==> config.mk <==
export PLATFORM = sky130hd
export DESIGN_NAME = straight_alpha_over_blend_core
export DESIGN_NICKNAME = d
export VERILOG_FILES = /design/src/rtl/soab_pkg.sv /design/src/rtl/soab_alpha.sv /design/src/rtl/soab_mac.sv /design/src/rtl/soab_div.sv /design/src/rtl/straight_alpha_over_blend_core.sv
export SDC_FILE = /design/constraint.sdc
export NUM_CORES = 2
export LEC_CHECK = 0
export BUFFER_PORTS_ARGS = -buffer_cell sky130_fd_sc_hd__buf_2
export CAP_MARGIN = 20
export CELL_PAD_IN_SITES_DETAIL_PLACEMENT = 0
export CELL_PAD_IN_SITES_GLOBAL_PLACEMENT = 2
export CORE_MARGIN = 8
export CORE_UTILIZATION = 40
export CTS_BUF_LIST = sky130_fd_sc_hd__clkbuf_8
export CTS_CLUSTER_DIAMETER = 50
export DETAILED_ROUTE_END_ITERATION = 10
export PLACE_DENSITY_LB_ADDON = 0.1
export SETUP_SLACK_MARGIN = 0.3
export SYNTH_ARGS = -nofsm -noshare
export SYNTH_HDL_FRONTEND = slang
export SYNTH_SLANG_ARGS = --single-unit
==> constraint.sdc <==
create_clock -name clk -period 11.65 [get_ports clk]
set_input_delay 0 -clock clk [delete_from_list [all_inputs] [get_ports clk]]
set_output_delay 0 -clock clk [all_outputs]
set_load 0.05 [all_outputs]
==> src/rtl/soab_pkg.sv <==
// Shared types, constants and the div255 helper function for the straight-alpha over blend core.
// Used by every module in rtl/ except soab_chk, and by verif/; depends on nothing else.
package soab_pkg;

	localparam int unsigned ChanW    = 8;
	localparam int unsigned ProdW    = 2 * ChanW;
	localparam int unsigned NumW     = ProdW + 1;
	localparam int unsigned DivStages = 4;
	localparam int unsigned BitsPerDiv = ChanW / DivStages;
	localparam logic [ChanW-1:0] FullAlpha = 8'd255;

	typedef enum logic [1:0] {
		SEL_TOP   = 2'd0,
		SEL_UNDER = 2'd1,
		SEL_BLEND = 2'd2
	} sel_t;

	typedef struct packed {
		logic [ChanW-1:0] red;
		logic [ChanW-1:0] green;
		logic [ChanW-1:0] blue;
		logic [ChanW-1:0] alpha;
	} pixel_t;

	// after the coverage product
	typedef struct packed {
		sel_t             sel;
		pixel_t           top;
		pixel_t           under;
		logic [ProdW-1:0] prod;
	} frac_t;

	// after the under coverage and output alpha
	typedef struct packed {
		sel_t             sel;
		pixel_t           top;
		pixel_t           under;
		logic [ChanW-1:0] ua;
		logic [ChanW-1:0] alpha;
	} cov_t;

	// one beat in the divider: per-channel remainder and partial quotient
	typedef struct packed {
		sel_t                        sel;
		pixel_t                      pass;
		logic [ChanW-1:0]            alpha;
		logic [2:0][NumW-1:0]        rem;
		logic [2:0][ChanW-1:0]       quo;
	} div_t;

	// floor(x/255), exact for any x below 65280
	function automatic logic [ChanW-1:0] div255(input logic [ProdW-1:0] x);
		logic [ProdW:0] sum;
		sum = {1'b0, x} + NumW'(1) + NumW'(x[ProdW-1:ChanW]);
		return sum[ProdW-1:ChanW];
	endfunction

endpackage

==> src/rtl/soab_alpha.sv <==
// First pipeline stage: classify the pixel pair and form under_alpha*(255-top_alpha).
// Depends on soab_pkg.
module soab_alpha (
	input  logic               clk,
	input  logic               arst_n,
	input  logic               valid,
	output logic               ready,
	input  soab_pkg::pixel_t   top,
	input  soab_pkg::pixel_t   under,
	input  logic               next_ready,
	output logic               valid_s1,
	output soab_pkg::frac_t    data_s1
);

	soab_pkg::frac_t nxt;

	assign ready = !valid_s1 || next_ready;

	always_comb begin
		nxt.top   = top;
		nxt.under = under;
		nxt.prod  = soab_pkg::ProdW'(under.alpha) *
			soab_pkg::ProdW'(soab_pkg::FullAlpha - top.alpha);
		// opaque top wins even over a transparent under
		if (top.alpha == soab_pkg::FullAlpha || under.alpha == '0) begin
			nxt.sel = soab_pkg::SEL_TOP;
		end else if (top.alpha == '0) begin
			nxt.sel = soab_pkg::SEL_UNDER;
		end else begin
			nxt.sel = soab_pkg::SEL_BLEND;
		end
	end

	always_ff @(posedge clk or negedge arst_n) begin
		if (!arst_n) begin
			valid_s1 <= 1'b0;
		end else if (ready) begin
			valid_s1 <= valid;
		end
	end

	always_ff @(posedge clk) begin
		if (ready && valid) begin
			data_s1 <= nxt;
		end
	end

endmodule

==> src/rtl/soab_mac.sv <==
// Second and third pipeline stages: under coverage, output alpha and the rounded
// per-channel numerators t*ta + u*ua + alpha/2. Depends on soab_pkg.
module soab_mac (
	input  logic               clk,
	input  logic               arst_n,
	input  logic               valid,
	output logic               ready,
	input  soab_pkg::frac_t    data,
	input  logic               next_ready,
	output logic               valid_s3,
	output soab_pkg::div_t     data_s3
);

	logic              valid_s2;
	logic              rdy_s2;
	logic              rdy_s3;
	soab_pkg::cov_t    data_s2;
	soab_pkg::cov_t    cov_nxt;
	soab_pkg::div_t    div_nxt;
	logic [2:0][soab_pkg::ChanW-1:0] top_c;
	logic [2:0][soab_pkg::ChanW-1:0] under_c;

	assign rdy_s3 = !valid_s3 || next_ready;
	assign rdy_s2 = !valid_s2 || rdy_s3;
	assign ready  = rdy_s2;

	always_comb begin
		cov_nxt.sel   = data.sel;
		cov_nxt.top   = data.top;
		cov_nxt.under = data.under;
		cov_nxt.ua    = soab_pkg::div255(data.prod);
		cov_nxt.alpha = data.top.alpha + cov_nxt.ua;
	end

	assign top_c   = {data_s2.top.blue, data_s2.top.green, data_s2.top.red};
	assign under_c = {data_s2.under.blue, data_s2.under.green, data_s2.under.red};

	always_comb begin
		div_nxt.sel   = data_s2.sel;
		div_nxt.alpha = data_s2.alpha;
		div_nxt.pass  = (data_s2.sel == soab_pkg::SEL_UNDER) ? data_s2.under : data_s2.top;
		div_nxt.quo   = '0;
		for (int c = 0; c < 3; c++) begin
			div_nxt.rem[c] =
				soab_pkg::NumW'(soab_pkg::ProdW'(top_c[c]) *
					soab_pkg::ProdW'(data_s2.top.alpha)) +
				soab_pkg::NumW'(soab_pkg::ProdW'(under_c[c]) *
					soab_pkg::ProdW'(data_s2.ua)) +
				soab_pkg::NumW'(data_s2.alpha >> 1);
		end
	end

	always_ff @(posedge clk or negedge arst_n) begin
		if (!arst_n) begin
			valid_s2 <= 1'b0;
			valid_s3 <= 1'b0;
		end else begin
			if (rdy_s2) begin
				valid_s2 <= valid;
			end
			if (rdy_s3) begin
				valid_s3 <= valid_s2;
			end
		end
	end

	always_ff @(posedge clk) begin
		if (rdy_s2 && valid) begin
			data_s2 <= cov_nxt;
		end
		if (rdy_s3 && valid_s2) begin
			data_s3 <= div_nxt;
		end
	end

endmodule

==> src/rtl/soab_div.sv <==
// One divider stage: resolves BitsPerDiv quotient bits of numerator/alpha for all
// three channels by restoring compare and subtract. Depends on soab_pkg.
module soab_div #(
	parameter int unsigned HiBit = soab_pkg::ChanW - 1
) (
	input  logic               clk,
	input  logic               arst_n,
	input  logic               valid,
	output logic               ready,
	input  soab_pkg::div_t     data,
	input  logic               next_ready,
	output logic               valid_s1,
	output soab_pkg::div_t     data_s1
);

	soab_pkg::div_t             nxt;
	logic [soab_pkg::NumW-1:0]  dvs;

	assign ready = !valid_s1 || next_ready;

	always_comb begin
		nxt = data;
		dvs = '0;
		for (int k = 0; k < soab_pkg::BitsPerDiv; k++) begin
			dvs = soab_pkg::NumW'(data.alpha) << (HiBit - k);
			for (int c = 0; c < 3; c++) begin
				if (nxt.rem[c] >= dvs) begin
					nxt.rem[c] = nxt.rem[c] - dvs;
					nxt.quo[c][HiBit - k] = 1'b1;
				end
			end
		end
	end

	always_ff @(posedge clk or negedge arst_n) begin
		if (!arst_n) begin
			valid_s1 <= 1'b0;
		end else if (ready) begin
			valid_s1 <= valid;
		end
	end

	always_ff @(posedge clk) begin
		if (ready && valid) begin
			data_s1 <= nxt;
		end
	end

endmodule

==> src/rtl/straight_alpha_over_blend_core.sv <==
// Channel | dir | handshake          | payload
// in      | in  | in_valid/in_stall   | top_red..top_alpha, under_red..under_alpha
// out     | out | out_valid/out_stall | out_red, out_green, out_blue, out_alpha
// Seven register stages: classify and coverage product, coverage divide by 255,
// channel numerators, then four divider stages of two quotient bits each.
// One pixel per clock while out_stall is low; an accepted beat passes the stages in
// the order above, and out_valid is the valid bit of the last divider stage.
// Reset clears only the stage valid bits. Every stage holds its beat while the one
// after it is full and stalled, so empty stages fill even while out_stall is high.
// Top level of the straight-alpha over blend core; depends on soab_pkg, soab_alpha,
// soab_mac and soab_div.
module straight_alpha_over_blend_core (
	input  logic       clk,
	input  logic       arst_n,
	input  logic       in_valid,
	output logic       in_stall,
	input  logic [7:0] top_red,
	input  logic [7:0] top_green,
	input  logic [7:0] top_blue,
	input  logic [7:0] top_alpha,
	input  logic [7:0] under_red,
	input  logic [7:0] under_green,
	input  logic [7:0] under_blue,
	input  logic [7:0] under_alpha,
	output logic       out_valid,
	input  logic       out_stall,
	output logic [7:0] out_red,
	output logic [7:0] out_green,
	output logic [7:0] out_blue,
	output logic [7:0] out_alpha
);

	localparam int unsigned N = soab_pkg::DivStages;

	soab_pkg::pixel_t top;
	soab_pkg::pixel_t under;
	logic             rdy_in;
	logic             valid_s1;
	logic             rdy_s1;
	soab_pkg::frac_t  data_s1;
	logic             valid_s3;
	logic             rdy_s3;
	soab_pkg::div_t   data_s3;

	logic [N:0]            dv_valid;
	logic [N:0]            dv_rdy;
	soab_pkg::div_t [N:0]  dv_data;
	soab_pkg::div_t        last;

	assign top   = '{red: top_red, green: top_green, blue: top_blue, alpha: top_alpha};
	assign under = '{red: under_red, green: under_green, blue: under_blue,
		alpha: under_alpha};

	assign in_stall = !rdy_in;

	soab_alpha u_alpha (
		.clk        (clk),
		.arst_n     (arst_n),
		.valid      (in_valid),
		.ready      (rdy_in),
		.top        (top),
		.under      (under),
		.next_ready (rdy_s1),
		.valid_s1   (valid_s1),
		.data_s1    (data_s1)
	);

	soab_mac u_mac (
		.clk        (clk),
		.arst_n     (arst_n),
		.valid      (valid_s1),
		.ready      (rdy_s1),
		.data       (data_s1),
		.next_ready (rdy_s3),
		.valid_s3   (valid_s3),
		.data_s3    (data_s3)
	);

	assign dv_valid[0] = valid_s3;
	assign dv_data[0]  = data_s3;
	assign rdy_s3      = dv_rdy[0];

	for (genvar i = 0; i < N; i++) begin : g_div
		soab_div #(
			.HiBit (soab_pkg::ChanW - 1 - i * soab_pkg::BitsPerDiv)
		) u_div (
			.clk        (clk),
			.arst_n     (arst_n),
			.valid      (dv_valid[i]),
			.ready      (dv_rdy[i]),
			.data       (dv_data[i]),
			.next_ready (dv_rdy[i+1]),
			.valid_s1   (dv_valid[i+1]),
			.data_s1    (dv_data[i+1])
		);
	end

	assign dv_rdy[N]  = !out_stall;
	assign out_valid  = dv_valid[N];
	assign last       = dv_data[N];

	always_comb begin
		if (last.sel == soab_pkg::SEL_BLEND) begin
			out_red   = last.quo[0];
			out_green = last.quo[1];
			out_blue  = last.quo[2];
			out_alpha = last.alpha;
		end else begin
			out_red   = last.pass.red;
			out_green = last.pass.green;
			out_blue  = last.pass.blue;
			out_alpha = last.pass.alpha;
		end
	end

endmodule

==> impl_metrics.toml <==
[critical_path]
max_stage_delay_ns = 1.03
cp_slowest_cell = "edfxtp_1"
cp-start-kind = "flip-flop"
path_buf_inv = 3
worstRegToRegCells = 18
cp_data_required_time_ns = 12.18
critical-path-top-delay-family = "adder cells"
crit_arrival_ns = 7.21
crit_fanout = 25
worstPathCellList = "nand2_1 > fa_1 > fa_1 > inv_1 > fa_1 > fa_1 > fa_1 > inv_1 > fa_1 > inv_1 > ha_1 > a21boi_0 > o21ai_0 > a211oi_1 > nor3_1 > o41ai_1 > a21oi_1 > xnor2_1"
cp.depth = 18
end_kind = "flip-flop"
crit_top_cell = "fa_1"
crit_type = "reg2reg"

[synth]
synth_top_area_share = 0.390
ys_dominant_reg_cell = "edfxtp_1"
synth.distinct_cells = 96
syn-num-nets = 5260
synth-seq-area-share = 0.394
yosys.area.top_type = "edfxtp_1"
synth_edf_count = 638
synth_seq_cells = 645
synth.top_cells.by_count = "edfxtp_1 (638), inv_1 (631), ha_1 (446)"
syn-instance-count = 4376
yosys_warnings = 0
synthArstFlopShare = 0.0109
synth_area_leaders = "edfxtp_1 (39%), fa_1 (15%), ha_1 (11%)"
syn_avg_cell_area_um2 = 11.2
syn-cell-area_um2 = 49100
synth.most_common_cell = "edfxtp_1"

[run]
maxCapViolCount = 0

[floorplanning]
io_pins = 102
initial_utilization = 0.403
die_h_um = 366
dieArea_um2 = 134000
die_w_um = 366
rows = 128
core_um2 = 122000

[route]
viasPerCell = 4.97
drt_iter0_drc = 1931
ant_nets = 0
vias = 31600
post-route-drc-count = 0
wl_per_cell_um = 19.1
wl_um = 122000
dr.pass1.iters = 6

[placement]
dpl-instance-area_um2 = 51500
dp_hpwl_um = 91600
io_buffers = 101
place_congestion = 0.793

[clocking]
post_cts_buffers = 0
htreeDepth = 3
insertion_delay_ns = 0.84
cts_tree = "yes"
cts_resized = 0
cts.sinks = 645
cts_made_buffers = 114
ctsHoldBuffers = 123
cts_max_path_buffers = 3
root_buffer = "clkbuf_8"
cts.reportedPaths.clkPinSlew_ns = 0.06

[global_route]
top_usage_layer = "met2"
grt_pass1_vias = 32900
grt_pass1_wl_um = 191000
track_usage = 0.180
grt_use_met1 = 0.243
grt_max_degree = 70
antenna_found_initial = 3
met2_usage = 0.298
grt_util_met3 = 0.0230
overflow = 0

[finish]
area_growth_syn_to_layout_pct = 12.2
seq_area_um2 = 19300
nets = 5538
drive_gt1_frac = 0.100
multi_input_area_um2 = 27000
fin_area_um2 = 55100
fill_cells = 11300

[min_path]
hold_class = "in2reg"
hold-path-cell-count = 2

[timing]
slew_headroom = 0.258
finalSetupViolCount = 0
hold_slack_ns = 0.0998
period_share = 0.574
max_freq_mhz = 150
fin_tns_setup_ns = 0
grt_setup_unrepaired = "false"
tightest_slew_ns = 1.11
fin_skew_ns = 0.0501
slew_violations = 0
finalHoldViolCount = 0
min_period_ns = 6.68

[run_status]
status = "complete, no violations"
==> routing by layer <==
metal  vias to the layer above  wire, um
li1                      15700         -
met1                     15400     57300
met2                       470     57000
met3                       167      3550
met4                         0      3870
met5                         -         0
==> worst reg2reg max path, stage by stage, from the launching register on <==
cell and delay, ns:
edfxtp_1 1.03, nand2_1 0.19, fa_1 0.55, fa_1 0.56, inv_1 0.06, fa_1 0.48
fa_1 0.51, fa_1 0.49, inv_1 0.05, fa_1 0.47, inv_1 0.04, ha_1 0.32
a21boi_0 0.29, o21ai_0 0.21, a211oi_1 0.37, nor3_1 0.12, o41ai_1 0.37, a21oi_1 0.13
xnor2_1 0.14
==> worst paths after layout <==
kind	from	to	slack, ns
max in group asynchronous	arst_n	u_mac.valid_s3	11.24
max	u_mac.data_s2[49]	u_mac.data_s3[57]	4.97
min	under_alpha[1]	u_alpha.data_s1[17]	0.1
min reg2reg	u_alpha.data_s1[64]	u_mac.data_s2[64]	0.39
max reg2reg	u_mac.data_s2[49]	u_mac.data_s3[57]	4.97
min in group asynchronous	arst_n	g_div[2].u_div.valid_s1	0.14
==> kinds of logic (layout without fill, tap and decap cells) <==
logic type | Yosys count | after routing | synth area share
AO/OA/AOI/OAI | 662 | 662 | 0.0886
XOR/XNOR | 185 | 185 | 0.0330
adder cells (fa/ha/maj) | 816 | 816 | 0.264
buffers and inverters | 729 | 1089 | 0.0567
flip-flops | 645 | 645 | 0.394
multiplexers | 156 | 156 | 0.0352
other | 0 | 1 | 0
AND/OR/NAND/NOR | 1183 | 1183 | 0.129
==> flip-flops by register name, indices dropped and copies added (netlist names) <==
register,count
u_mac.data_s2,82
g_div.u_div.data_s1,381
u_mac.data_s3,93
u_mac.valid_s2,1
u_alpha.data_s1,82
u_alpha.valid_s1,1
g_div.u_div.valid_s1,4
u_mac.valid_s3,1
==> cell type report <==
cell class                 instances  share of cell area
clock buffer                     114              0.0285
timing repair buffer             257              0.0360
antenna                            1           0.0000454
multi-input combinational       3002               0.491
tap                             1625              0.0369
clock inverter                    84              0.0136
sequential                       645               0.351
inverter                         634              0.0432
==> metrics by stage <==
stage	util	instances	worst slack, ns
finish	0.452	6362	4.97
global route	0.452	6362	4.59
CTS	0.452	6361	4.94
detailed placement	0.423	6040	5.00
global placement	0.423	6039	4.91
floorplan	-	4376	5.63
==> cells in the final DEF, fill, tap and decap left out, drive strengths merged, types with 120 or more instances in the layout <==
master,Yosys,final
dlygate4sd3,0,123
nor2,180,180
a21oi,148,148
ha,446,446
buf,28,134
nand2,285,285
fa,370,370
and2,264,264
inv,634,664
o21ai,173,173
xnor2,120,120
mux2,129,129
edfxtp,638,638
Power is left out: the tool's default activity adds up to more than one toggle a clock period on the data nets, which glitch-free logic cannot reach.
